### config.mk
export PLATFORM = sky130hd
export DESIGN_NAME = grf_cell
export DESIGN_NICKNAME = d
export VERILOG_FILES = /design/src/rtl/grf_pkg.sv /design/src/rtl/grf_cell.sv
export SDC_FILE = /design/constraint.sdc
export NUM_CORES = 1
export LEC_CHECK = 0
export ABC_AREA = 1
export BUFFER_PORTS_ARGS = -buffer_cell sky130_fd_sc_hd__buf_2
export CAP_MARGIN = 20
export CORE_MARGIN = 2
export CORE_UTILIZATION = 39
export CTS_BUF_LIST = sky130_fd_sc_hd__clkbuf_4 sky130_fd_sc_hd__clkbuf_8 sky130_fd_sc_hd__clkbuf_16
export DETAILED_ROUTE_END_ITERATION = 16
export PLACE_DENSITY_LB_ADDON = 0.25
export SYNTH_ARGS = -nofsm -noshare
export SYNTH_HDL_FRONTEND = slang
export SYNTH_SLANG_ARGS = --single-unit
### constraint.sdc
create_clock -name clk -period 1.1 [get_ports clk]
set_input_delay 0.22 -clock clk [delete_from_list [all_inputs] [get_ports clk]]
set_output_delay 0.22 -clock clk [all_outputs]
set_load 0.02 [all_outputs]
### src/rtl/grf_pkg.sv
`default_nettype none

package grf_pkg;

    // Field and datapath widths
    localparam int PIX_W     = 16;
    localparam int COEF_W    = 16;
    localparam int H_W       = 3;
    localparam int PAIR_W    = PIX_W + 1;
    localparam int PROD_W    = PAIR_W + COEF_W;
    localparam int SUM_LANES = 8;
    localparam int ACC_W     = PROD_W + 3;
    localparam int FRAC_BITS = 15;

    // Number of weight registers: center plus six sides
    localparam int NUM_COEF  = 7;
    localparam int MAX_SIDE  = NUM_COEF - 1;

    // Rounding constant: one half in Q1.15
    localparam logic [ACC_W:0] ROUND_HALF = (ACC_W + 1)'(1) << (FRAC_BITS - 1);

    // Configuration register indexes
    localparam int CFG_IDX_W = 3;
    localparam logic [CFG_IDX_W-1:0] REG_HALF_WIDTH  = 3'd0;
    localparam logic [CFG_IDX_W-1:0] REG_COEF_CENTER = 3'd1;

    // Register reset values
    localparam logic [H_W-1:0]    HALF_WIDTH_RESET  = 3'd1;
    localparam logic [COEF_W-1:0] COEF_CENTER_RESET = 16'h8000;

    // Stage enables for the tap lanes: pair register, product register
    typedef struct packed {
        logic pair;
        logic prod;
    } tap_en_t;

    // Stage enables for the adder tree
    typedef struct packed {
        logic lvl1;
        logic lvl2;
        logic lvl3;
    } sum_en_t;

endpackage

`default_nettype wire

### src/rtl/grf_cell.sv
`default_nettype none

// One sample of the window: loads a replicated edge value or takes its neighbor.
module grf_cell (
    input  wire logic                       clk,
    input  wire logic                       step,
    input  wire logic                       load,
    input  wire logic [grf_pkg::PIX_W-1:0]  load_val,
    input  wire logic [grf_pkg::PIX_W-1:0]  shift_val,
    output      logic [grf_pkg::PIX_W-1:0]  sample
);

    logic [grf_pkg::PIX_W-1:0] sample_reg;

    // Advance the window on each step
    always_ff @(posedge clk)
    begin
        if (step)
        begin
            sample_reg <= load ? load_val : shift_val;
        end
    end

    assign sample = sample_reg;

endmodule

`default_nettype wire

Word-level counts from Yosys, hierarchy flattened
Cells that the tools add are included.
{ "word_totals": {"register_bits": 16, "inputBits": 35, "out_inout_bits": 16, "elab_cells": 2} }
{ "op_classes": {"n_mux": 1} }
{ "ops": {"columns": ["cell", "n"], "rows": [
  ["$mux W16", 1]
]} }

Depth between registers and ports, before layout
{ "depth": {"word_depth": 1, "mapped_depth": 5, "depth_no_buf": 3} }

Worst setup path after synthesis
No wires, ideal clock.
{ "synth_timing": {"path_type": "input port to flip-flop", "startpoint": "input load", "endpoint": "register sample_reg (netlist bit sample[4]) (data pin)", "arrival_time_ps": 583, "required_ps": 848, "setup_slack_ps": 264, "path_stages": 5, "path_cell_list": "buf_6 > inv_6 > buf_12 > nand2_1 > nand2_1"} }
{ "synth_between": {"elab_chain_cells": 1} }
{ "synth_lines": {"columns": ["element", "line", "source"], "rows": [
  ["start: declaration", "grf_cell.sv:7", "input wire logic load,"],
  ["$mux W16", "grf_cell.sv:20", "sample_reg <= load ? load_val : shift_val;"],
  ["end signal: assignment", "grf_cell.sv:20", null],
  ["end: declaration", "grf_cell.sv:13", "logic [grf_pkg::PIX_W-1:0] sample_reg;"]
]} }
No other way between the ends.
A chain may end at the register's enable or synchronous reset.

Worst setup path in the final report
{ "layout_timing": {"startpoint": "register sample_reg (netlist bit sample[12])", "endpoint": "output sample[12] in the netlist's numbering"} }
{ "layout_rtl": {"columns": ["element", "line", "source"], "rows": [
  ["end: declaration", "grf_cell.sv:10", "output logic [grf_pkg::PIX_W-1:0] sample"]
]} }
No word-level cell between the ends.

==> load_flow_metrics.sql <==
INSERT INTO impl_metrics (metric_group, metric, value, unit) VALUES
('run_status', 'run_status', 'completed', ''),
('critical_path', 'critical_path.startpoint_type', 'register', ''),
('global_route', 'groute.usage.overall', '13.9', '%'),
('critical_path', 'worst_setup_path_end_kind', 'output pin', ''),
('sta', 'final_min_period_over_clock_period', '95.3', '%'),
('power_and_ir_drop', 'power.ir.vdd_worst', '806', 'uV'),
('global_route', 'grt_overflow_total', '0', ''),
('sta', 'finalSetupTns', '0', 'ns'),
('final_layout', 'drive_above_1_share', '50.4', '%'),
('synthesis', 'post_synth.cell_area_avg', '10.7', 'sq um'),
('worst_hold_path', 'holdCritPathClass', 'primary input to register', ''),
('critical_path', 'slowest_delay', '0.38', 'ns'),
('die', 'die_x', '47.1', 'um'),
('sta', 'max_freq', '0.954', 'GHz'),
('place', 'place.detailed.hpwl', '1140', 'um'),
('drt', 'wl', '1470', 'um'),
('sta', 'final_max_slew_viol_count', '0', ''),
('clock_network', 'max-clock-path-buffers', '2', ''),
('clock_network', 'cts.hold.buffers_added', '0', ''),
('final_layout', 'final_core_occ', '57.6', '%'),
('final_layout', 'layout.cells.non_filler', '146', ''),
('synthesis', 'post_synth_inst_count', '68', ''),
('critical_path', 'setup.worst_path.class', 'register to output pin', ''),
('synthesis', 'synth-simple-area-share', '26.6', '%'),
('synthesis', 'postSynthNetCount', '103', ''),
('global_route', 'grt_pass1_vias', '541', ''),
('worst_hold_path', 'hold_path.startpoint', 'shift_val[14]', ''),
('critical_path', 'crit_chain', 'buf_2', ''),
('synthesis', 'synth_xor_xnor_area_share', '0', '%'),
('sta', 'setup_viol_count_final', '0', ''),
('final_layout', 'register_area', '480', 'sq um'),
('synthesis', 'synthAdderAreaFrac', '0', '%'),
('final_layout', 'multi_input_gate_area', '193', 'sq um'),
('sta', 'max-slew-margin-rel', '76.4', '%'),
('final_layout', 'nets', '157', ''),
('place', 'place_inst', '142', ''),
('final_layout', 'antenna_cells_inserted', '0', ''),
('final_layout', 'area.growth.synth_to_final', '38.7', '%'),
('synthesis', 'ys.warnings.count', '0', ''),
('clock_network', 'post_cts_buffers', '0', ''),
('clock_network', 'cts_tree', 'done', ''),
('global_route', 'grt_max_degree', '17', ''),
('clock_network', 'clk_root_buffer_cell', 'sky130_fd_sc_hd__clkbuf_4', ''),
('power_and_ir_drop', 'cellLeakagePower', '0.000525', 'uW'),
('flow_run', 'maxCapViolCount', '0', ''),
('drt', 'via_count', '632', ''),
('sta', 'grt_setup_unrepaired', 'false', ''),
('synthesis', 'combinational_family_with_the_most_area_after_synthesis', 'simple AND/OR/NAND/NOR gates', ''),
('final_layout', 'final_cell_mix', 'sky130_fd_sc_hd__buf_2 (50), sky130_fd_sc_hd__nand2_1 (43), sky130_fd_sc_hd__edfxtp_1 (16)', ''),
('synthesis', 'flip_flop_and_latch_count_after_synthesis', '16', ''),
('final_layout', 'mostFrequentLayoutCell', 'sky130_fd_sc_hd__buf_2', ''),
('die', 'placementRows', '15', ''),
('synthesis', 'cell_variety_after_synth', '6', ''),
('power_and_ir_drop', 'power-per-cell-area', '1320', 'mW/mm^2'),
('clock_network', 'clk_transition_reported_paths', '0.09', 'ns'),
('final_layout', 'largest_reg_flops', '16', ''),
('critical_path', 'startpoint', 'sample[12]', ''),
('synthesis', 'synth_sequential_area_ratio', '66.3', '%'),
('global_route', 'grt_antenna_before_repair', '0', ''),
('sta', 'final.setup.worst_slack', '0.0518', 'ns'),
('synthesis', 'synth_area', '724', 'sq um'),
('sta', 'finalCriticalPeriod', '1.05', 'ns'),
('die', 'num_io_pins', '51', ''),
('synthesis', 'synth_compound_area_share', '0', '%'),
('final_layout', 'finalInstanceArea', '0.00100', 'sq mm'),
('drt', 'number_of_antenna_violating_nets_in_the_routed_design', '0', ''),
('die', 'die_area', '0.00222', 'sq mm'),
('sta', 'worst_pin_slew', '0.353', 'ns'),
('die', 'design.core.area', '0.00175', 'sq mm'),
('sta', 'timing.final.hold_violations', '0', ''),
('synthesis', 'share_of_synthesized_area_spent_on_multiplexers', '0', '%');
[through the flow]
step	hold slack, ns	power (uW)
after global placement	0.480	1020
after floorplan	0.332	912
after global routing	0.189	1390
after detailed placement	0.488	1030
final	0.198	1320
after CTS	0.194	1330
[cells in the mapped netlist]
cell type                  instances  area share, %
sky130_fd_sc_hd__edfxtp_1         16             66
sky130_fd_sc_hd__nand2_2           5            4.3
sky130_fd_sc_hd__buf_6             2            3.1
sky130_fd_sc_hd__nand2_1          43             22
sky130_fd_sc_hd__buf_12            1            2.8
sky130_fd_sc_hd__inv_6             1            1.2
[cells by family after synthesis]
logic type,count (synthesis)
simple gates,48
buf+inv,4
flops,16
[worst min-delay path, cell delays in order]
cell and delay (ns):
sky130_fd_sc_hd__buf_2 0.07, sky130_fd_sc_hd__nand2_1 0.04, sky130_fd_sc_hd__nand2_1 0.04
[worst min path at each step]
stage / slack (ns) / cells past startpoint / to
after floorplan: 0.33 / 0 / sample[0]
after CTS: 0.19 / 3 / sample[8]
after global routing: 0.19 / 3 / sample[8]
after detailed placement: 0.49 / 3 / sample[8]
final: 0.20 / 3 / sample[14]
after global placement: 0.48 / 3 / sample[14]
[per-layer routing]
metal  global-route usage [%]  part of all wire [%]  vias up  wire, um
li1                         -                     -      324         -
met1                     14.9                    43      266       631
met2                     23.8                    47       38       687
met3                     5.00                   9.5        4       140
met4                     7.78                  0.95        0        14
met5                        0                     0        -         0
[power by group]
group / switching (uW) / total (uW) / internal, uW
registers: 12.6 / 749 / 736
logic: 159 / 265 / 105
clock network: 180 / 311 / 131
total: 351 / 1320 / 973
[final cells by class]
cell class | count | area share (%)
clock buffers | 3 | 2.24
clock inverters | 1 | 0.374
inverters | 1 | 0.872
multi-input cells | 48 | 19.2
flip-flops and latches | 16 | 47.8
well taps | 25 | 3.11
repair buffers | 52 | 26.4
No activity file was read; power rests on OpenSTA's default activity.
