<file path="src/rtl/grf_pkg.sv">
`default_nettype none

package grf_pkg;

    // Field and datapath widths
    localparam int PIX_W     = 16;
    localparam int COEF_W    = 16;
    localparam int H_W       = 3;
    localparam int PAIR_W    = PIX_W + 1;
    localparam int PROD_W    = PAIR_W + COEF_W;
    localparam int SUM_LANES = 8;
    localparam int ACC_W     = PROD_W + 3;
    localparam int FRAC_BITS = 15;

    // Number of weight registers: center plus six sides
    localparam int NUM_COEF  = 7;
    localparam int MAX_SIDE  = NUM_COEF - 1;

    // Rounding constant: one half in Q1.15
    localparam logic [ACC_W:0] ROUND_HALF = (ACC_W + 1)'(1) << (FRAC_BITS - 1);

    // Configuration register indexes
    localparam int CFG_IDX_W = 3;
    localparam logic [CFG_IDX_W-1:0] REG_HALF_WIDTH  = 3'd0;
    localparam logic [CFG_IDX_W-1:0] REG_COEF_CENTER = 3'd1;

    // Register reset values
    localparam logic [H_W-1:0]    HALF_WIDTH_RESET  = 3'd1;
    localparam logic [COEF_W-1:0] COEF_CENTER_RESET = 16'h8000;

    // Stage enables for the tap lanes: pair register, product register
    typedef struct packed {
        logic pair;
        logic prod;
    } tap_en_t;

    // Stage enables for the adder tree
    typedef struct packed {
        logic lvl1;
        logic lvl2;
        logic lvl3;
    } sum_en_t;

endpackage

`default_nettype wire

</file>
<file path="src/rtl/grf_tap.sv">
`default_nettype none

// One kernel distance: add the mirrored pair, then weight it.
module grf_tap (
    input  wire logic                        clk,
    input  wire grf_pkg::tap_en_t            en,
    input  wire logic                        use_lane,
    input  wire logic [grf_pkg::PIX_W-1:0]   near,
    input  wire logic [grf_pkg::PIX_W-1:0]   far,
    input  wire logic [grf_pkg::COEF_W-1:0]  coef,
    output      logic [grf_pkg::PROD_W-1:0]  prod
);

    logic [grf_pkg::PAIR_W-1:0] pair_reg;
    logic [grf_pkg::PAIR_W-1:0] pair_next;
    logic [grf_pkg::PROD_W-1:0] prod_reg;

    // Drop taps beyond the active half width
    assign pair_next = use_lane
        ? (grf_pkg::PAIR_W'(near) + grf_pkg::PAIR_W'(far))
        : '0;

    always_ff @(posedge clk)
    begin
        if (en.pair)
        begin
            pair_reg <= pair_next;
        end
        if (en.prod)
        begin
            prod_reg <= grf_pkg::PROD_W'(pair_reg) * grf_pkg::PROD_W'(coef);
        end
    end

    assign prod = prod_reg;

endmodule

`default_nettype wire

</file>
<file path="config.mk">
export PLATFORM = sky130hd
export DESIGN_NAME = grf_tap
export DESIGN_NICKNAME = d
export VERILOG_FILES = /design/src/rtl/grf_pkg.sv /design/src/rtl/grf_tap.sv
export SDC_FILE = /design/constraint.sdc
export NUM_CORES = 1
export LEC_CHECK = 0
export ABC_AREA = 1
export BUFFER_PORTS_ARGS = -buffer_cell sky130_fd_sc_hd__buf_2
export CORE_UTILIZATION = 39
export DETAILED_ROUTE_END_ITERATION = 10
export HOLD_SLACK_MARGIN = 0.15
export PLACE_DENSITY = 0.54
export SETUP_SLACK_MARGIN = 0.3
export SLEW_MARGIN = 5
export SYNTH_ARGS = -nofsm -noshare
export SYNTH_HDL_FRONTEND = slang
export SYNTH_SLANG_ARGS = --single-unit
</file>
<file path="constraint.sdc">
create_clock -name clk -period 5.9 [get_ports clk]
set_clock_uncertainty 0.1 [all_clocks]
set_input_delay 0.295 -clock clk [delete_from_list [all_inputs] [get_ports clk]]
set_output_delay 0.295 -clock clk [all_outputs]
set_load 0.005 [all_outputs]
</file>
* After elaboration in Yosys (flattened, before gate mapping)
Index checks and enable logic that the tools add are counted.
** Storage, ports and cells
- Logic and storage cells :: 4
- Input port bits :: 52
- Register bits after elaboration :: 50
- Output and inout bits :: 33
** Cells by class
- Multipliers :: 1
- Add/subtract/negate cells :: 1
** Operators by type and width (count)
- 17-bit by 16-bit multiplier with 33-bit output :: 1
- 16-bit by 16-bit adder with 17-bit output :: 1

* Longest topological paths before layout
Gate-level depths: netlist of run 1.
- Word-level depth :: 1
- Mapped depth :: 27
- Mapped depth without buffers :: 25

* Least setup slack after synthesis of run 1
Ideal clock, no wire load.
- Kind :: input to register
- Start point :: input coef[7] (netlist bit)
- End point :: register prod_reg, in the netlist prod[31], data pin
- Stages on the path :: 23
- Data required time :: 5548 ps
- Setup slack :: 450 ps
- Arrival time :: 5097 ps
- Path through :: clkbuf_1 clkbuf_1 nand2_1 fa_1 inv_1 fa_1 inv_1 fa_1 inv_1 fa_1 fa_1 inv_1 fa_1 inv_1 ha_1 nand2_2 inv_1 a21oi_1 nand3_1 nand2_1 nand2_1 nand2_1 nand2_1
** On the way
- Word-level cells in the longest chain between the ends :: 1
** Ends and longest elaborated chain
- from (decl) :: line grf_tap.sv:10 : input wire logic [grf_pkg::COEF_W-1:0] coef,
- 17-bit by 16-bit multiplier with 33-bit output :: line grf_tap.sv:31 : prod_reg <= grf_pkg::PROD_W'(pair_reg) * grf_pkg::PROD_W'(coef);
- to (signal assigned) :: line grf_tap.sv:31
- to (decl) :: line grf_tap.sv:16 : logic [grf_pkg::PROD_W-1:0] prod_reg;
No other way between the ends.
A chain may end at the register's enable or synchronous reset.

* Worst setup path after layout of run 1
- Start point :: register pair_reg[7] (netlist bit)
- End point :: register prod_reg, in the netlist prod[24], data pin
** On the way
- Word-level cells in the longest chain between the ends :: 1
** Ends and longest elaborated chain
- from (decl) :: line grf_tap.sv:14 : logic [grf_pkg::PAIR_W-1:0] pair_reg;
- from (signal assigned) :: line grf_tap.sv:27 : pair_reg <= pair_next;
- 17-bit by 16-bit multiplier with 33-bit output :: line grf_tap.sv:31
No other way between the ends.

==> metrics.txt, run 1 <==
number of CTS-inserted buffers=5; GRT overflow=0; Synth Instances=1659; Initial Utilization=0.400; Synth Flop Type=edfxtp_1; failing checks=DRC; clk sinks=50; Global Route Usage Sum=0.197; DR iter-0 viols=563; port bufs=84; status=complete, but fails checks; period utilisation layout=0.923; Die Area=0.0324 mm²; vias per cell=4.68; Chip Height=180 µm; crit end category=flip-flop; first-pass detailed-route iteration total=8; sum of negative setup slack=0 ps; fin nets=2122; largest net degree at the start of global routing=34; vias in the first global route=10100; Seq/Total Area, Yosys=0.122; CP cell instances=buf_4 -> nand2_2 -> fa_1 -> inv_1 -> fa_1 -> inv_1 -> fa_1 -> inv_1 -> fa_1 -> fa_1 -> inv_1 -> fa_1 -> inv_1 -> ha_4 -> nand2_1 -> inv_1 -> nand2_2 -> nor3_1 -> nand2_1 -> nand2_2 -> nand2_2 -> nand3_1 -> nand2_1; FF-to-FF path depth=23; Max Cap Viol=0; Vias=10000; commonest non-fill, non-tap cells in the layout=nand2_1 (507), inv_1 (482), fa_1 (209); Worst Hold Depth=1; area delta synth->final=12.1%; DRC Markers=3; Site Rows=64; Cell Area, Synth=0.0123 mm²; TritonCTS clock tree=done; headroom to the max-slew limit=0.474; Tmin final=5440 ps; first-pass GRT wire length=50700 µm; CP peak stage delay=540 ps; Cell variety after synth=25; antenna violations before repair=0; syn avg cell area=7.44 µm²; Critical Path AT=5410 ps; CP max-delay cell=fa_1; Post-Syn Nets=2041; layout cells sized above 1=0.119; Slew @ Worst Pin=789 ps; final hold vios=0; Top Ports=85; Crit path required time=5870 ps; insertion delay to the later sink of the worst-skew pair=320 ps; clk buf depth=2; Routed WL=30400 µm; final setup fails=0; Post-synth ARST share=0; CTS Root Cell=clkbuf_16; number of synthesized flops with an enable pin=50; RSZ-0062 raised after global routing=true; startpoint types=flip-flop; core footprint=0.0308 mm²; most common cell after layout, fill and taps aside=nand2_1; CTS clk-pin slew, worst paths=90 ps; max reg flops=33; H-tree depth=2; Ant. Diodes=0; number of synthesized register bits=50; Die X=180 µm; GP Congestion=0.918; Setup CP Type=flip-flop to flip-flop; fin. max-slew vios=0; post-DP HPWL=25800 µm; Achievable Freq=184 MHz; Synth Warn #=0; crit-path max FO=7; min-delay worst type=input port to flip-flop; post-route ant nets=0; WL/cell=14.2 µm
[critical path, delay by kind of cell, from the launching register on]
family,cells,cell delay (ps)
adder cells (fa/ha/maj),7,3270
AND/OR/NAND/NOR,9,740
buffers and inverters,7,550
flip-flops,1,530
[path summary, 6_finish.rpt]
kind,from,to,slack (ps)
max,pair_reg[7],prod[24],460
min,en[1],pair_reg[13],320
max reg2reg,pair_reg[7],prod[24],460
min reg2reg,pair_reg[0],prod[0],740
[layout make-up]
type	count	area, µm²
repair buffers	141	868
multi-input cells	1055	8970
fillers	3158	17000
clock inverters	3	42.5
clock buffers	5	125
well taps	396	495
inverters	487	1830
flip-flops and latches	50	1500
[logic make-up after synthesis]
group                      Yosys count  share of synthesized area
AOI/OAI and AO/OA                   60                     0.0260
adders and majority gates          330                      0.462
xor gates and xnor gates            19                     0.0135
DFF                                 50                      0.122
buffers and inverters              554                      0.169
and+or+nand+nor                    646                      0.208
[Yosys cell counts, types with 3 or more instances]
cell type | instances | area (µm²)
nand2_1 | 517 | 1940
inv_1 | 484 | 1820
fa_1 | 209 | 4180
ha_1 | 121 | 1510
clkbuf_1 | 66 | 248
nor2_1 | 62 | 233
edfxtp_1 | 50 | 1500
a21oi_1 | 41 | 205
nand3_1 | 33 | 165
xor2_1 | 17 | 149
o21ai_0 | 12 | 60.1
nand2_2 | 10 | 62.6
nand4_1 | 8 | 50.1
nor3_1 | 6 | 30.0
nand3_2 | 4 | 40.0
o21bai_1 | 4 | 30.0
inv_2 | 3 | 11.3
nor3_2 | 3 | 30.0
[metal layers]
layer	global-route usage	up-vias	wire length, µm	part of all wire
li1	-	4892	-	-
met1	0.264	4885	13500	0.44
met2	0.347	198	15500	0.51
met3	0.0158	28	1030	0.034
met4	0.0407	0	403	0.013
met5	0	-	0	0
[per-stage QoR]
stage / cell area (µm²) / hold slack [ps] / cells / setup slack [ps] / utilization
floorplan: 12300 / 307 / 1659 / 450 / -
detailed placement: 13200 / 586 / 2094 / 114 / 0.427
finish: 13800 / 317 / 2137 / 455 / 0.449
global route: 13800 / 336 / 2137 / 283 / 0.449
CTS: 13600 / 307 / 2131 / 314 / 0.440
global placement: 13200 / 586 / 2094 / 162 / 0.427
[what timing repair did]
item	CTS	global route
endpoints found under the setup margin	13	18
pin swaps	0	11
resized for setup	1	43
endpoints found under the hold margin	0	0
setup buffers	29	6
hold buffers	0	0
Power of run 1 is left out: the tool's default activity adds up to more than one toggle a clock period on the data nets, which glitch-free logic cannot reach.
==> inputs of run 2 (changes only) <==
BUFFER_PORTS_ARGS = not set   (was -buffer_cell sky130_fd_sc_hd__buf_2)
DONT_BUFFER_PORTS = 1   (was not set)
PLACE_DENSITY = 0.51   (was 0.54)
==> run 2 against run 1 <==
Maximum frequency grew 1.1%. Cell area decreased by 4.2%. Sequential share of layout area is 0.47 points higher. The flow still finishes with violations (DRC). Core utilization fell by 1.9 points. Register-to-register slack better by 60 ps. Wire length rose by 0.33%. Non-clock buffer count down 102. Largest cell class unchanged. Die area unchanged.
==> metrics.txt, run 2 (same netlist as run 1, synthesis figures left out) <==
Achievable Freq=186 MHz (+1.1%); period utilisation layout=0.913 (-0.00987); crit end category=flip-flop; Top Ports=85 (unchanged); CP cell instances=buf_6 -> nand2_1 -> inv_1 -> fa_1 -> inv_1 -> fa_1 -> fa_1 -> inv_1 -> fa_1 -> fa_1 -> inv_1 -> fa_1 -> inv_1 -> ha_4 -> nand2_2 -> inv_2 -> nand2_1 -> inv_2 -> a21oi_2 -> nand2_2 -> nand2_1 -> nand2_1 -> nand2_1 -> nand2_1; clk buf depth=2 (unchanged); Global Route Usage Sum=0.194 (-0.00352); Final Non-Filler Cells=2035 (-4.8%); antenna violations before repair=0 (unchanged); CTS Root Cell=clkbuf_16; failing checks=DRC; crit-path max FO=5 (-2); Initial Utilization=0.400 (unchanged); clk sinks=50 (unchanged); Chip Height=180 µm (unchanged); status=complete, but fails checks; Ant. Diodes=0 (unchanged); most common cell after layout, fill and taps aside=nand2_1; layout cells sized above 1=0.0604 (-0.0585); WL/cell=15.0 µm (+5.4%); min setup slack post-route=513 ps (+58.2 ps); Die Area=0.0324 mm² (unchanged); first-pass GRT wire length=49000 µm (-3.4%); Placed Instances=2009 (-4.1%); post-DP HPWL=25700 µm (-0.63%); fin. max-slew vios=0 (unchanged); port bufs=0 (-100%); max reg flops=33 (unchanged); post-route ant nets=0 (unchanged); DR iter-0 viols=555 (-1.4%); fillers=3172 (+0.44%); DP Worst Slack=226 ps (+113 ps); headroom to the max-slew limit=0.417 (-0.0571); RSZ-0062 raised after global routing=true; Die X=180 µm (unchanged); startpoint types=flip-flop; GRT overflow=0 (unchanged); CP peak stage delay=540 ps (about the same); DRC Markers=3 (unchanged); H-tree depth=2 (unchanged); GP Congestion=0.895 (-2.5%); Final Core Density=0.430 (-0.0188); Max Cap Viol=0 (unchanged); Critical Path AT=5370 ps (-40 ps); vias in the first global route=9588 (-5.1%); Slew @ Worst Pin=872 ps (+82.8 ps); worst path buffer plus inverter count=8 (+1); Setup CP Type=flip-flop to flip-flop; commonest non-fill, non-tap cells in the layout=nand2_1 (514), inv_1 (482), fa_1 (203); area delta synth->final=7.39%; sum of negative setup slack=0 ps (unchanged); Routed WL=30600 µm (+0.33%); CTS clk-pin slew, worst paths=70 ps (-20 ps); Crit path required time=5880 ps (about the same); CP max-delay cell=fa_1; Site Rows=64 (unchanged); Tmin final=5390 ps (-58.2 ps); largest net degree at the start of global routing=34 (unchanged); Top delay family on crit path=adder cells; vias per cell=4.71 (+0.56%); TritonCTS clock tree=done; insertion delay to the later sink of the worst-skew pair=320 ps (about the same); min-delay worst type=input port to flip-flop; Vias=9579 (-4.2%); final setup fails=0 (unchanged); core footprint=0.0308 mm² (unchanged); number of CTS-inserted buffers=5 (unchanged); fin nets=2020 (-4.8%); first-pass detailed-route iteration total=8 (unchanged); final hold vios=0 (unchanged)
==> run 2: routing by layer <==
| metal | track usage | vias to the layer above | wire [µm] |
|---|---|---|---|
| met2 | 0.343 | 182 | 15500 |
| met3 | 0.0247 | 34 | 1140 |
| met1 | 0.245 | 4676 | 13200 |
| li1 | - | 4687 | - |
| met5 | 0 | - | 0 |
| met4 | 0.0600 | 0 | 709 |
==> run 2: what timing repair did <==
item                       in CTS  in global routing
gates resized for setup         2                 44
pin swaps                       0                  8
cloned                          0                  0
hold buffers                    4                  0
hold endpoints to repair       65                  0
setup buffers                   3                 11
setup endpoints to repair       8                 19
==> run 2: metrics by stage <==
step / instance area, µm² / hold WS, ps
3_3_place_gp: 12700 / 310
5_1_grt: 13300 / 166
2_1_floorplan: 12300 / 307
3_5_place_dp: 12700 / 309
6_report: 13300 / 155
4_1_cts: 13000 / 154
==> run 2: worst reg2reg max path, stage by stage, from the launching register on <==
cell and delay, ps:
edfxtp_1 470, buf_6 170, nand2_1 60, inv_1 50, fa_1 490, inv_1 60
fa_1 500, fa_1 540, inv_1 60, fa_1 490, fa_1 490, inv_1 50
fa_1 470, inv_1 60, ha_4 240, nand2_2 110, inv_2 40, nand2_1 100
inv_2 80, a21oi_2 150, nand2_2 120, nand2_1 120, nand2_1 50, nand2_1 50
nand2_1 40
==> run 2: path summary, 6_finish.rpt <==
path	startpoint	end	slack, ps	cells past startpoint
setup / recovery	pair_reg[8]	prod[24]	510	24
hold / removal	use_lane	pair_reg[7]	150	2
setup reg to reg	pair_reg[8]	prod[24]	510	24
hold reg to reg	pair_reg[0]	prod[0]	780	3
==> run 2: final cells by class <==
class                      instances  area [µm²]  share of cell area
clock buffer                       5         125             0.00944
clock inverter                     3        42.5             0.00321
inverter                         487        1830               0.138
multi-input combinational       1055        8920               0.673
sequential                        50        1500               0.113
tap                              396         495              0.0374
timing repair buffer              39         337              0.0254
Power of run 2 is left out for the same reason.
==> inputs of run 3 (changes only) <==
CELL_PAD_IN_SITES_DETAIL_PLACEMENT = 1   (was not set)
CELL_PAD_IN_SITES_GLOBAL_PLACEMENT = 1   (was not set)
PLACE_DENSITY = 0.66   (was 0.51)
==> run 3 against run 2 <==
The flow still finishes with violations (DRC). Core utilization rose by 1.3 points. Flip-flop and latch count did not move. Sequential share of layout area fell by 0.34 points. Critical path depth rose by 1. Cell area rose by 3.1%. Via count rose by 3.5%. Maximum frequency fell by 1.3%. Worst setup slack got worse by 72 ps. Global-route usage rose by 2.8 points. First-iteration DRC count fell by 17%. Final cell count rose by 1.4%. Die area did not move. Critical path type unchanged. Highest routed layer unchanged.
==> metrics.txt, run 3 (same netlist as run 1, synthesis figures left out) <==
RSZ-0062 raised after global routing=true; GRT overflow=0 (unchanged); antenna violations before repair=0 (unchanged); first-pass GRT wire length=55800 µm (+14%); final instance area=0.0137 mm² (+3.1%); Initial Utilization=0.400 (unchanged); Critical Path Source=pair_reg[9]; worst path buffer plus inverter count=9 (+1); reg2reg end=prod[25]; crit end category=flip-flop; FF-to-FF path depth=25 (+4.2%); r2r setup slk=440 ps (-70 ps); WL/cell=16.8 µm (+12%); post-DP HPWL=28800 µm (+12%); commonest non-fill, non-tap cells in the layout=nand2_1 (491), inv_1 (472), fa_1 (204); WP depth=25 (+4.2%); Global Route Usage Sum=0.222 (+0.0281); most common cell after layout, fill and taps aside=nand2_1; Die X=180 µm (unchanged); vias per cell=4.80 (+2.0%); Crit path required time=5890 ps (about the same); clk sinks=50 (unchanged); Chip Height=180 µm (unchanged); Slew @ Worst Pin=795 ps (-76.6 ps); final setup fails=0 (unchanged); Achievable Freq=183 MHz (-1.3%); CP peak stage delay=540 ps (about the same); area delta synth->final=10.7%; port bufs=0 (unchanged); Top delay family on crit path=adder cells; critical path's most frequent cell=inv_2; min-delay worst type=input port to flip-flop; failing checks=DRC; DRC Markers=7 (+4); Setup crit end=prod[25]; Routed WL=34800 µm (+14%); largest net degree at the start of global routing=34 (unchanged); placed instance area=0.0128 mm² (+0.41%); number of CTS-inserted buffers=5 (unchanged); Critical Path AT=5450 ps (+80 ps); core footprint=0.0308 mm² (unchanged); CP max-delay cell=fa_2; fillers=3808 (+20%); Vias=9910 (+3.5%); CTS clk-pin slew, worst paths=80 ps (about the same); clk buf depth=2 (unchanged); Top Ports=85 (unchanged); fin. max-slew vios=0 (unchanged); status=complete, but fails checks; max reg flops=33 (unchanged); headroom to the max-slew limit=0.468 (+0.0513); first-pass detailed-route iteration total=7 (-1); startpoint types=flip-flop; vias in the first global route=10500 (+9.8%); DR iter-0 viols=460 (-17%); GP Congestion=0.827 (-7.6%); Site Rows=64 (unchanged); final hold vios=0 (unchanged); H-tree depth=2 (unchanged); crit-path max FO=4 (-1); post-route ant nets=0 (unchanged); Setup CP Type=flip-flop to flip-flop; Die Area=0.0324 mm² (unchanged); period utilisation layout=0.925 (+0.0121); Worst Hold Depth=3 (+1); TritonCTS clock tree=done; Ant. Diodes=0 (unchanged); layout cells sized above 1=0.104 (+0.0433); Tmin final=5460 ps (+71.5 ps); Max Cap Viol=0 (unchanged); insertion delay to the later sink of the worst-skew pair=320 ps (about the same); fin nets=2049 (+1.4%); R2R Path Start=pair_reg[9]; CTS Root Cell=clkbuf_16
## run 3: cell count changes in the layout (fill, tap and decap cells not counted), sizes merged
| cell | delta |
|---|---|
| buf | +30 |
| clkbuf | -1 |
| clkinv | -1 |
| clkinvlp | +1 |
## run 3: layout make-up
cell class	count	area (µm²)	share of cell area
Sequential cell	50	1500	0.110
Tap cell	396	495	0.0363
Clock inverter	3	48.8	0.00357
Multi-Input combinational cell	1055	9080	0.665
Inverter	487	1830	0.134
Clock buffer	5	125	0.00916
Timing Repair Buffer	68	584	0.0428
## run 3: worst register-to-register path: cells and delay by family (launching register included)
family | cells | cell delay (ps)
compound gates | 1 | 150
fa+ha+maj | 7 | 3310
simple gates | 8 | 540
buf+inv | 9 | 660
flops | 1 | 470
## run 3: repair_timing
item                                    CTS  global route
pin swaps                                 2            32
hold buffers                              4             0
hold endpoints to repair                 68             0
gates resized for setup                   7            94
setup buffers                            17            19
endpoints found under the setup margin   19            19
gates cloned                              0             0
## run 3: through the flow
stage	utilization	setup TNS [ps]	hold WS, ps	instances	worst slack, ps
2_1_floorplan	-	0	307	1659	450
3_3_place_gp	0.415	0	310	2016	71.7
3_5_place_dp	0.415	-12.9	310	2016	-11.2
4_1_cts	0.428	0	171	2045	301
5_1_grt	0.443	0	195	2064	219
6_report	0.443	0	181	2064	442
## run 3: per-layer routing
layer  track usage  part of all wire  vias to the layer above
met1         0.287              0.44                     4963
met3        0.0314             0.039                       34
met5             0                 0                        -
li1              -                 -                     4745
met4        0.0572             0.020                        0
met2         0.387              0.50                      168
## run 3: how the worst min path moves through the flow
stage / startpoint / endpoint / slack (ps)
floorplan: en[1] / pair_reg[0] / 310
global placement: en[1] / pair_reg[16] / 310
detailed placement: en[1] / pair_reg[15] / 310
CTS: coef[1] / prod[1] / 170
global route: coef[1] / prod[1] / 200
finish: coef[1] / prod[1] / 180
Power of run 3 is left out for the same reason.
