$ cat src/rtl/grf_pkg.sv
`default_nettype none

package grf_pkg;

    // Field and datapath widths
    localparam int PIX_W     = 16;
    localparam int COEF_W    = 16;
    localparam int H_W       = 3;
    localparam int PAIR_W    = PIX_W + 1;
    localparam int PROD_W    = PAIR_W + COEF_W;
    localparam int SUM_LANES = 8;
    localparam int ACC_W     = PROD_W + 3;
    localparam int FRAC_BITS = 15;

    // Number of weight registers: center plus six sides
    localparam int NUM_COEF  = 7;
    localparam int MAX_SIDE  = NUM_COEF - 1;

    // Rounding constant: one half in Q1.15
    localparam logic [ACC_W:0] ROUND_HALF = (ACC_W + 1)'(1) << (FRAC_BITS - 1);

    // Configuration register indexes
    localparam int CFG_IDX_W = 3;
    localparam logic [CFG_IDX_W-1:0] REG_HALF_WIDTH  = 3'd0;
    localparam logic [CFG_IDX_W-1:0] REG_COEF_CENTER = 3'd1;

    // Register reset values
    localparam logic [H_W-1:0]    HALF_WIDTH_RESET  = 3'd1;
    localparam logic [COEF_W-1:0] COEF_CENTER_RESET = 16'h8000;

    // Stage enables for the tap lanes: pair register, product register
    typedef struct packed {
        logic pair;
        logic prod;
    } tap_en_t;

    // Stage enables for the adder tree
    typedef struct packed {
        logic lvl1;
        logic lvl2;
        logic lvl3;
    } sum_en_t;

endpackage

`default_nettype wire

$ cat src/rtl/grf_sum.sv
`default_nettype none

// Registered three-level adder tree over the eight product lanes.
module grf_sum (
    input  wire logic                        clk,
    input  wire grf_pkg::sum_en_t            en,
    input  wire logic [grf_pkg::PROD_W-1:0]  prod [grf_pkg::SUM_LANES],
    output      logic [grf_pkg::ACC_W-1:0]   acc
);

    logic [grf_pkg::ACC_W-1:0] lvl1_reg [grf_pkg::SUM_LANES/2];
    logic [grf_pkg::ACC_W-1:0] lvl2_reg [grf_pkg::SUM_LANES/4];
    logic [grf_pkg::ACC_W-1:0] lvl3_reg;

    always_ff @(posedge clk)
    begin
        // First level: pairs of products
        if (en.lvl1)
        begin
            for (int i = 0; i < grf_pkg::SUM_LANES/2; i++)
            begin
                lvl1_reg[i] <= grf_pkg::ACC_W'(prod[2*i]) + grf_pkg::ACC_W'(prod[2*i+1]);
            end
        end
        // Second level
        if (en.lvl2)
        begin
            for (int i = 0; i < grf_pkg::SUM_LANES/4; i++)
            begin
                lvl2_reg[i] <= lvl1_reg[2*i] + lvl1_reg[2*i+1];
            end
        end
        // Final sum
        if (en.lvl3)
        begin
            lvl3_reg <= lvl2_reg[0] + lvl2_reg[1];
        end
    end

    assign acc = lvl3_reg;

endmodule

`default_nettype wire

$ cat config.mk
export PLATFORM = sky130hd
export DESIGN_NAME = grf_sum
export DESIGN_NICKNAME = d
export VERILOG_FILES = /design/src/rtl/grf_pkg.sv /design/src/rtl/grf_sum.sv
export SDC_FILE = /design/constraint.sdc
export NUM_CORES = 1
export LEC_CHECK = 0
export CORE_MARGIN = 2
export CORE_UTILIZATION = 55
export CTS_CLUSTER_DIAMETER = 100
export CTS_CLUSTER_SIZE = 40
export DETAILED_ROUTE_END_ITERATION = 10
export DONT_BUFFER_PORTS = 1
export GPL_ROUTABILITY_DRIVEN = 0
export PLACE_DENSITY = 0.79
export SLEW_MARGIN = 20
export SYNTH_ARGS = -nofsm -noshare
export SYNTH_HDL_FRONTEND = slang
export SYNTH_SLANG_ARGS = --single-unit
$ cat constraint.sdc
create_clock -name clk -period 6.7 [get_ports clk]
set_clock_uncertainty 0.2 [all_clocks]
set_input_delay 0 -clock clk [delete_from_list [all_inputs] [get_ports clk]]
set_output_delay 0 -clock clk [all_outputs]
set_load 0.01 [all_outputs]
After elaboration in Yosys (flattened, before gate mapping) --
Memory sizes are Yosys's and may differ from the RTL's. Cells that the tools add are included.
Word-level totals: output and inout port bits 36, register bits after elaboration 36, bits in writable memories 208, bits of input ports 268, logic and storage cells 14, memories kept 2
Memories:
- lvl1_reg | depth 4, bits a word 34, read ports 4, clocked after Yosys merged registers in 0, wr ports 4, RTL line grf_sum.sv:11 | logic [grf_pkg::ACC_W-1:0] lvl1_reg [grf_pkg::SUM_LANES/2];
- lvl2_reg | depth 2, bits a word 36, read ports 2, clocked after Yosys merged registers in 0, wr ports 2, RTL line grf_sum.sv:12 | logic [grf_pkg::ACC_W-1:0] lvl2_reg [grf_pkg::SUM_LANES/4];
Operators by class: $add $sub $neg 7, mux-type cells 4
Operators with widths (number):
- adder 33 x 33 -> 34 bit | 4
- adder 36 bit | 3
- 2-to-1 mux 1 bit | 4

Logic depth before layout (Yosys ltp) --
Gate-level depths: netlist of run 1.
depth after elaboration 2, mapped depth 12, depth with buffers taken out 12

Worst setup path after synthesis of run 1 --
OpenSTA, ideal clock, no wires.
path type reg2reg, start memory lvl1_reg[3][0] (netlist name), end memory lvl2_reg[0][68] (netlist name) (data pin), library setup time 0.158 ns, period minus slack after synthesis 3.050 ns, path buffers 0, slack 3.650 ns, cell stages (with the launch flop) 13, data arrival time 2.692 ns, path through edfxtp_1 -> ha_1 -> inv_1 -> fa_1 -> nor2b_1 -> o31ai_1 -> and2_1 -> o311ai_2 -> o211ai_1 -> o22ai_2 -> a311oi_2 -> a2111o_1 -> o211ai_1
RTL lines (RTL line):
- from (decl) | grf_sum.sv:11
- to (decl) | grf_sum.sv:12

==> flow_summary.ini, run 1 <==
[layout]
post_route_cells_drive_above_1_share = 0.0169
num-fill-cells = 2258
largest_register_ffs = 136
fin_util = 0.698
area_growth_pct = 24.5
seqCellArea_um2 = 7270
fin_nets = 2871
multi_input_area_um2 = 11700

[clocking]
htree_levels = 1
post_cts_resized = 0
tritoncts = done
clk_pin_slew_ns = 0.10
root_buffer = clkbuf_16
cts_hold_buf = 392
clockBufferDepth = 3
clkLatencyLatePin_ns = 0.51
cts_inserted_buffers = 12
postCtsSetupRepairBufs = 0
clock-sinks = 242

[critical_path]
crit_path_max_fanout = 6
endpoint_kind = flip-flop
cpMaxStageDelayCell = a2111oi_0
path_common_cell = dlygate4sd3_1
cp-start-kind = primary input
worstPathCellList = dlygate4sd3_1 > ha_1 > dlygate4sd3_1 > a21oi_1 > o21ai_0 > a2111oi_0 > nor2_1 > a21oi_1 > o21ai_1 > a41oi_1 > xnor2_1 > dlygate4sd3_1
cp.arrival_ns = 4.61
critPathKind = primary input to flip-flop
max_stage_delay_ns = 0.85
cp.required_ns = 6.74

[global_route]
overflow = 0
grt_pass1_wl_um = 88300
grt_pass1_vias = 17700
grt_max_degree = 137
grt_use_total = 0.298
grt_antenna_before_repair = 0

[pwr]
clkPwrFrac = 0.121
power_frac_comb = 0.522
p_sw_uw = 2820
p_per_area_nw_per_um2 = 298
seqPwrFrac = 0.357
p_int_uw = 4380
leakagePower_uw = 0.0101
swShare = 0.392
irDropWorstVdd_uv = 210

[synthesis]
synth_area_um2 = 19400
ys_warn_count = 0
ys_ff_latch = 242
synth_edf_count = 242
synthDistinctLibCells = 70
synth_most_common_cell = edfxtp_1
synth_cells = 2002
yosysTopAreaCell = edfxtp_1
syn-num-nets = 2512
synthArstFlopShare = 0
postSynthAreaPerCell_um2 = 9.70
synth_top_area_share = 0.374
synth_ff_type = edfxtp_1
synth-seq-area-share = 0.374
synth_commonest_cells = edfxtp_1 (242), ha_1 (235), a21oi_1 (208)
synth_top_cells_by_area = edfxtp_1 (37%), ha_1 (15%), xnor2_1 (5.8%)

[detailed_routing]
firstDrtPassIters = 6
antenna_left = 0
drc = 0
vias_per_cell = 6.31
dr_total_vias = 17804
drt_iter0_drc = 1677
wl_um = 56100
wl_per_cell_um = 19.9

[timing]
slew_headroom = 0.370
tns_ns = 0
post-route-period-util = 0.683
hold_viol_final = 0
setup_violations = 0
period_minus_slack_ns = 4.58
rsz0062_at_grt = no
drv_slew = 0
worst_pin_slew_ns = 0.921
fmax_mhz = 219

[placed_design]
portBuffers = 0
dp_hpwl_um = 36000

[run_status]
status = finished, final reports clean

[floorplan]
die_w_um = 192
core_area_um2 = 34600
start_util = 0.561
die_height_um = 192
fp-row-count = 68
dieArea_um2 = 36800
io_pins = 304

[run]
drv_cap = 0

[worst_hold_path]
hp-class = primary input to flip-flop
logic make-up (layout without fill, tap and decap cells):
logic type / Yosys count / in the layout / synth area share
buffers and inverters: 114 / 479 / 0.0221
flip-flops: 242 / 242 / 0.374
other: 0 / 1 / 0
AO/OA/AOI/OAI: 690 / 690 / 0.229
AND/OR/NAND/NOR: 520 / 520 / 0.128
multiplexers: 1 / 1 / 0.000516
XOR/XNOR: 193 / 193 / 0.0871
adder cells (fa/ha/maj): 242 / 242 / 0.159
critical path, delay by kind of cell:
| kind | cells | cell delay, ns |
|---|---|---|
| compound gates | 6 | 2.33 |
| xor+xnor | 1 | 0.09 |
| fa+ha+maj | 1 | 0.28 |
| buf+inv | 3 | 1.72 |
| simple gates | 1 | 0.19 |
per-layer routing:
metal	GRT usage	wire length [um]	share of wire
met1	0.366	22100	0.39
met2	0.520	27000	0.48
met3	0.0420	4240	0.075
met4	0.135	2750	0.049
met5	0	0	0
metrics by stage:
| stage | power (uW) | cell area [um2] | instances | setup WS [ns] | hold slack (ns) |
|---|---|---|---|---|---|
| after floorplan | 5000 | 19400 | 2002 | 3.65 | -0.0875 |
| after global placement | 5720 | 19800 | 2410 | 3.37 | -0.0843 |
| after detailed placement | 5820 | 19800 | 2410 | 3.26 | -0.0842 |
| after CTS | 7080 | 24200 | 2822 | 2.43 | 0.000266 |
| after global routing | 7680 | 24200 | 2822 | 1.79 | 0.0372 |
| final | 7200 | 24200 | 2823 | 2.12 | 0.0391 |
area by class of cell:
cell class | count | area share
Timing Repair Buffer | 392 | 0.164
Clock buffer | 13 | 0.0135
Clock inverter | 7 | 0.00259
Sequential cell | 242 | 0.301
Inverter | 67 | 0.0104
Multi-Input combinational cell | 1646 | 0.485
Tap cell | 455 | 0.0236
Antenna cell | 1 | 0.000104
power groups by stage:
stage | clock network, uW | registers, uW | logic (uW)
floorplan | 0 | 2490 | 2520
global placement | 0 | 2600 | 3110
detailed placement | 0 | 2610 | 3200
CTS | 876 | 2580 | 3630
global route | 929 | 2610 | 4140
finish | 875 | 2570 | 3760
path summary, 6_finish.rpt:
kind / start / to / slack (ns) / cells past startpoint
min: prod[220] / lvl1_reg[0][31]$_DFFE_PP_ / 0.04 / 6
max: prod[233] / lvl1_reg[0][25]$_DFFE_PP_ / 2.12 / 12
min reg2reg: lvl2_reg[0][36]$_DFFE_PP_ / acc[0]$_DFFE_PP_ / 0.36 / 1
max reg2reg: lvl2_reg[0][0]$_DFFE_PP_ / acc[28]$_DFFE_PP_ / 3.25 / 11
cells in the final DEF, fill, tap and decap left out, types with 28 or more instances in the layout:
cell type      instances
nand2_1              136
edfxtp_1             242
dlygate4sd3_1        389
o21a_1                32
nor2_1               151
a21oi_1              208
inv_1                 67
o21bai_1              33
nor2b_1               30
ha_1                 235
nand3_1               47
o21ai_0              118
and3_1                28
a21o_1               145
xnor2_1              129
xor2_1                64
nand4_1               33
Power figures use the tool's default switching activity.
==> run 2, diff against run 1 <==
--- a/config.mk
+++ b/config.mk
@@ -5,6 +5,7 @@
 export SDC_FILE = /design/constraint.sdc
 export NUM_CORES = 1
 export LEC_CHECK = 0
+export ABC_AREA = 1
 export CORE_MARGIN = 2
 export CORE_UTILIZATION = 55
 export CTS_CLUSTER_DIAMETER = 100
@@ -12,7 +13,7 @@
 export DETAILED_ROUTE_END_ITERATION = 10
 export DONT_BUFFER_PORTS = 1
 export GPL_ROUTABILITY_DRIVEN = 0
-export PLACE_DENSITY = 0.79
+export PLACE_DENSITY = 0.82
 export SLEW_MARGIN = 20
 export SYNTH_ARGS = -nofsm -noshare
 export SYNTH_HDL_FRONTEND = slang
==> constraint.sdc (replaced) <==
create_clock -name clk -period 3.9 [get_ports clk]
set_clock_uncertainty 0.2 [all_clocks]
set_input_delay 0 -clock clk [delete_from_list [all_inputs] [get_ports clk]]
set_output_delay 0 -clock clk [all_outputs]
set_load 0.01 [all_outputs]
==> run 2 against run 1 <==
Against the previous run: setup slack got worse by 1.9 ns; via count is 40% higher; sequential share of layout area shrank 3.9 points; die area grew 20%; core utilization fell by 3.5 points; global-route usage grew 2.6 points; power increased by 71%; first-iteration DRC count rose by 87%; design area up 15%; synthesized area increased by 21%; routed wire length is 31% higher; largest cell class unchanged; largest power group unchanged.
==> flow_summary.ini, run 2 <==
[timing]
worst_pin_slew_ns = 0.776
tns_ns = 0
hold_viol_final = 0
post-route-period-util = 0.954
setup_violations = 0
fmax_mhz = 269
slew_headroom = 0.483
drv_slew = 0
setup_ws_ns = 0.179
period_minus_slack_ns = 3.72
rsz0062_at_grt = no

[global_route]
overflow = 0
grt_antenna_before_repair = 4
grt_pass1_wl_um = 116000
grt_use_total = 0.324
grt_pass1_vias = 23399
grt_max_degree = 137

[floorplan]
io_pins = 304
die_w_um = 210
die_height_um = 210
start_util = 0.558
core_area_um2 = 41900
fp-row-count = 75
dieArea_um2 = 44200

[synthesis]
synth_most_common_cell = nand2_1
ys_warn_count = 0
synth_ff_type = edfxtp_1
synth_top_cells_by_area = edfxtp_1 (31%), nand2_1 (18%), ha_1 (13%)
synth_commonest_cells = nand2_1 (1135), inv_1 (563), nor2_1 (376)
synth-seq-area-share = 0.310
synth_area_um2 = 23400
postSynthAreaPerCell_um2 = 6.72
synth_edf_count = 242
synthDistinctLibCells = 24
ys_ff_latch = 242
syn-num-nets = 3994
synthArstFlopShare = 0
synth_cells = 3484
synth_top_area_share = 0.310
yosysTopAreaCell = edfxtp_1

[detailed_routing]
dr_total_vias = 24997
drt_iter0_drc = 3134
firstDrtPassIters = 7
drc = 0
antenna_left = 0
wl_per_cell_um = 16.8
wl_um = 73300
vias_per_cell = 5.72

[pwr]
swShare = 0.448
irDropWorstVdd_uv = 309
power_frac_comb = 0.539
clkPwrFrac = 0.115
p_sw_uw = 5510
seqPwrFrac = 0.346
leakagePower_uw = 0.0139
p_int_uw = 6780
power_uw = 12300
p_per_area_nw_per_um2 = 442

[clocking]
root_buffer = clkbuf_16
postCtsSetupRepairBufs = 0
tritoncts = done
htree_levels = 1
clock-sinks = 242
clkLatencyLatePin_ns = 0.50
cts_inserted_buffers = 11
clk_pin_slew_ns = 0.14
clockBufferDepth = 3

[critical_path]
cp.required_ns = 3.97
rrSetupSlack_ns = 1.47
r2r_end = acc[32]$_DFFE_PP_
critPathKind = primary input to flip-flop
endpoint_kind = flip-flop
cp-start-kind = primary input
cp.arrival_ns = 3.79
r2r-start = lvl2_reg[0][36]$_DFFE_PP_
crit_path_max_fanout = 4
r2r_cells = 12

[run_status]
status = finished, final reports clean

[layout]
multi_input_area_um2 = 14000
seqCellArea_um2 = 7270
largest_register_ffs = 136
num-fill-cells = 3443
area_growth_pct = 18.7
post_route_cells_drive_above_1_share = 0.0227
fin_nets = 4335
final_cell_mix = nand2_1 (1135), inv_1 (563), nor2_1 (376)
layout_commonest_cell = nand2_1

[worst_hold_path]
min_to = lvl1_reg[1][8]$_DFFE_PP_
whs_path_depth = 5
hp-class = primary input to flip-flop
worstHoldStart = prod[138]

[run]
drv_cap = 0

[placed_design]
post-place-ws_ns = 1.50
dp_hpwl_um = 55200
portBuffers = 0
==> run 2: what timing repair did <==
action	4_1_cts	5_1_grt
hold buffers	328	0
gates resized for setup	0	0
endpoints found under the hold margin	378	0
==> run 2: stage by stage <==
step                      hold slack, ns  instance area [um2]  cells  utilization
after CTS                        0.00580                27800   4368        0.662
after detailed placement         -0.0840                24100   4023        0.574
after global routing              0.0554                27800   4369        0.662
final                             0.0137                27800   4371        0.663
after floorplan                  -0.0875                23400   3484            -
after global placement           -0.0841                24100   4023        0.574
==> run 2: how the worst max path moves through the flow <==
stage                              from  slack [ns]  depth (start not counted)                   endpoint
3_3_place_gp   lvl1_reg[1][0]$_DFFE_PP_        1.58                         13  lvl2_reg[0][28]$_DFFE_PP_
4_1_cts                       prod[164]        0.32                         10  lvl1_reg[1][33]$_DFFE_PP_
3_5_place_dp   lvl2_reg[0][0]$_DFFE_PP_        1.50                         12          acc[32]$_DFFE_PP_
5_1_grt                       prod[164]         0.1                         10  lvl1_reg[1][33]$_DFFE_PP_
2_1_floorplan  lvl2_reg[0][0]$_DFFE_PP_        1.75                         12          acc[30]$_DFFE_PP_
6_report                      prod[164]        0.18                         10  lvl1_reg[1][33]$_DFFE_PP_
==> run 2: cells by family after synthesis <==
family          synth area share
flops                      0.310
fa+ha+maj                  0.132
compound gates             0.105
simple gates               0.322
buf+inv                   0.0902
xor+xnor                  0.0411
==> run 2: worst max-delay path, stage by stage <==
cell and delay, ns:
dlygate4sd3_1 0.54, ha_1 0.30, dlygate4sd3_1 0.61, a21oi_1 0.13, dlygate4sd3_1 0.60, nand3_1 0.13, dlygate4sd3_1 0.61, nor2_1 0.15
nand3_1 0.12, dlygate4sd3_1 0.59
==> run 2: power groups by stage <==
stage          clock network (uW)  logic (uW)  registers (uW)
6_report                     1410        6630            4260
4_1_cts                      1440        6380            4260
3_5_place_dp                    0        5830            4320
5_1_grt                      1510        7360            4310
2_1_floorplan                   0        4370            4150
3_3_place_gp                    0        5740            4310
==> run 2: area by class of cell <==
type                    instances  share of cell area
inverters                     563              0.0760
clock inverters                 5             0.00297
repair buffers                328               0.120
multi-input cells            2679               0.505
well taps                     539              0.0243
flip-flops and latches        242               0.261
clock buffers                  12              0.0100
diodes                          3            0.000270
==> run 2: per-layer routing <==
layer	wire length, um	global-route usage	up-vias	part of all wire
li1	-	-	11951	-
met1	30000	0.435	11158	0.41
met2	32200	0.526	1572	0.44
met3	7600	0.0504	312	0.10
met4	3490	0.131	4	0.048
met5	27	0	-	0.00037
==> run 3, diff against run 2 <==
--- a/config.mk
+++ b/config.mk
@@ -12,8 +12,8 @@
 export CTS_CLUSTER_SIZE = 40
 export DETAILED_ROUTE_END_ITERATION = 10
 export DONT_BUFFER_PORTS = 1
-export GPL_ROUTABILITY_DRIVEN = 0
 export PLACE_DENSITY = 0.82
+export REMOVE_ABC_BUFFERS = 1
 export SLEW_MARGIN = 20
 export SYNTH_ARGS = -nofsm -noshare
 export SYNTH_HDL_FRONTEND = slang
==> run 3 against run 2 <==
Against the previous run: die area unchanged; non-clock buffer count up 6; routed wire length shrank 1.5%; global-route usage is 0.098 points lower; power down 0.45%; setup slack improved by 0.21 ns; fmax grew 5.9%; worst hold slack gained 0.0043 ns; sequential share of layout area about the same; largest cell class unchanged.
==> flow_summary.ini, run 3 (synthesis gave the netlist of run 2 again) <==
[layout]
final_cell_mix = nand2_1 (1135), inv_1 (563), nor2_1 (376)
num-fill-cells = 3631
area_growth_pct = 18.8
largest_register_ffs = 136
final_cells = 4374
fin_nets = 4340
layout_commonest_cell = nand2_1
post_route_cells_drive_above_1_share = 0.0224

[clocking]
clkLatencyLatePin_ns = 0.50
tritoncts = done
htree_levels = 1
cts_inserted_buffers = 10
root_buffer = clkbuf_16
clk_pin_slew_ns = 0.13
clock-sinks = 242
postCtsSetupRepairBufs = 0
clockBufferDepth = 3

[placed_design]
portBuffers = 0
dp_cells = 4023
place_congestion = 1.01
dp_hpwl_um = 57300
post-place-ws_ns = 1.52

[timing]
worst_pin_slew_ns = 0.785
setup_ws_ns = 0.386
tns_ns = 0
slew_headroom = 0.476
whs_ns = 0.0181
drv_slew = 0
setup_violations = 0
rsz0062_at_grt = no
hold_viol_final = 0
post-route-period-util = 0.901
period_minus_slack_ns = 3.51
fmax_mhz = 285

[critical_path]
cp.arrival_ns = 3.56
crit_path_max_fanout = 3
path_common_cell = dlygate4sd3_1
cpMaxStageDelayCell = dlygate4sd3_1
worstPathCellList = dlygate4sd3_1 > ha_1 > dlygate4sd3_1 > inv_1 > o21ai_0 > o21ai_0 > nand3_1 > dlygate4sd3_1 > nor2_1 > nand3_1 > dlygate4sd3_1
cp-start-kind = primary input
critPathKind = primary input to flip-flop
endpoint_kind = flip-flop
cp.required_ns = 3.95
rrSetupSlack_ns = 1.47
max_stage_delay_ns = 0.62
r2r_cells = 12

[floorplan]
dieArea_um2 = 44200
io_pins = 304
fp-row-count = 75
core_area_um2 = 41900
die_height_um = 210
start_util = 0.558
die_w_um = 210

[pwr]
leakagePower_uw = 0.0139
p_int_uw = 6830
seqPwrFrac = 0.347
clkPwrFrac = 0.113
power_frac_comb = 0.540
irDropWorstVdd_uv = 316
p_per_area_nw_per_um2 = 440
p_sw_uw = 5410
swShare = 0.442

[global_route]
grt_use_total = 0.323
overflow = 0
grt_antenna_before_repair = 3
grt_max_degree = 137
grt_pass1_wl_um = 115000
grt_pass1_vias = 22853

[detailed_routing]
dr_total_vias = 24205
antenna_left = 0
drc = 0
firstDrtPassIters = 9
vias_per_cell = 5.53
wl_per_cell_um = 16.5
drt_iter0_drc = 2464
wl_um = 72300

[worst_hold_path]
hp-class = primary input to flip-flop
whs_path_depth = 5

[run_status]
status = finished, final reports clean

[run]
drv_cap = 0
## run 3: worst max-delay path, delay by kind of cell
kind / cells / cell delay, ns
AND/OR/NAND/NOR: 3 / 0.37
adder cells (fa/ha/maj): 1 / 0.34
AO/OA/AOI/OAI: 2 / 0.34
buffers and inverters: 5 / 2.50
## run 3: what timing repair did
item	CTS	global route
gates resized for setup	0	0
hold buffers	334	0
hold endpoints to repair	378	0
## run 3: final timing paths
check	endpoint	start
setup / recovery	lvl1_reg[1][33]$_DFFE_PP_	prod[193]
hold / removal	lvl1_reg[1][8]$_DFFE_PP_	prod[138]
setup reg to reg	acc[32]$_DFFE_PP_	lvl2_reg[0][0]$_DFFE_PP_
hold reg to reg	acc[0]$_DFFE_PP_	lvl2_reg[0][36]$_DFFE_PP_
## run 3: cell type report
cell class / instances / area, um2 / area share
tap: 539 / 674 / 0.0242
inverter: 563 / 2110 / 0.0759
clock buffer: 12 / 279 / 0.0100
clock inverter: 4 / 63.8 / 0.00229
sequential: 242 / 7270 / 0.261
multi-input combinational: 2679 / 14000 / 0.505
antenna: 1 / 2.50 / 0.0000899
timing repair buffer: 334 / 3390 / 0.122
## run 3: stage by stage
stage                     cell area (um2)  power [uW]  utilization
final                               27800       12200        0.663
after detailed placement            24100       10200        0.574
after global placement              24100       10100        0.574
after global routing                27800       13200        0.663
after floorplan                     23400        8520            -
after CTS                           27800       12100        0.663
## run 3: power by group through the flow
stage	sequential (uW)	clock (uW)	combinational, uW
floorplan	4150	0	4370
global placement	4310	0	5830
detailed placement	4320	0	5880
CTS	4260	1420	6440
global route	4310	1480	7380
finish	4250	1390	6610
## run 3: metal layers
| metal | up-vias | share of wire | global-route usage |
|---|---|---|---|
| li1 | 11982 | - | - |
| met1 | 10960 | 0.43 | 0.444 |
| met2 | 1111 | 0.46 | 0.539 |
| met3 | 150 | 0.082 | 0.0437 |
| met4 | 2 | 0.026 | 0.0834 |
| met5 | - | 0.00062 | 0 |
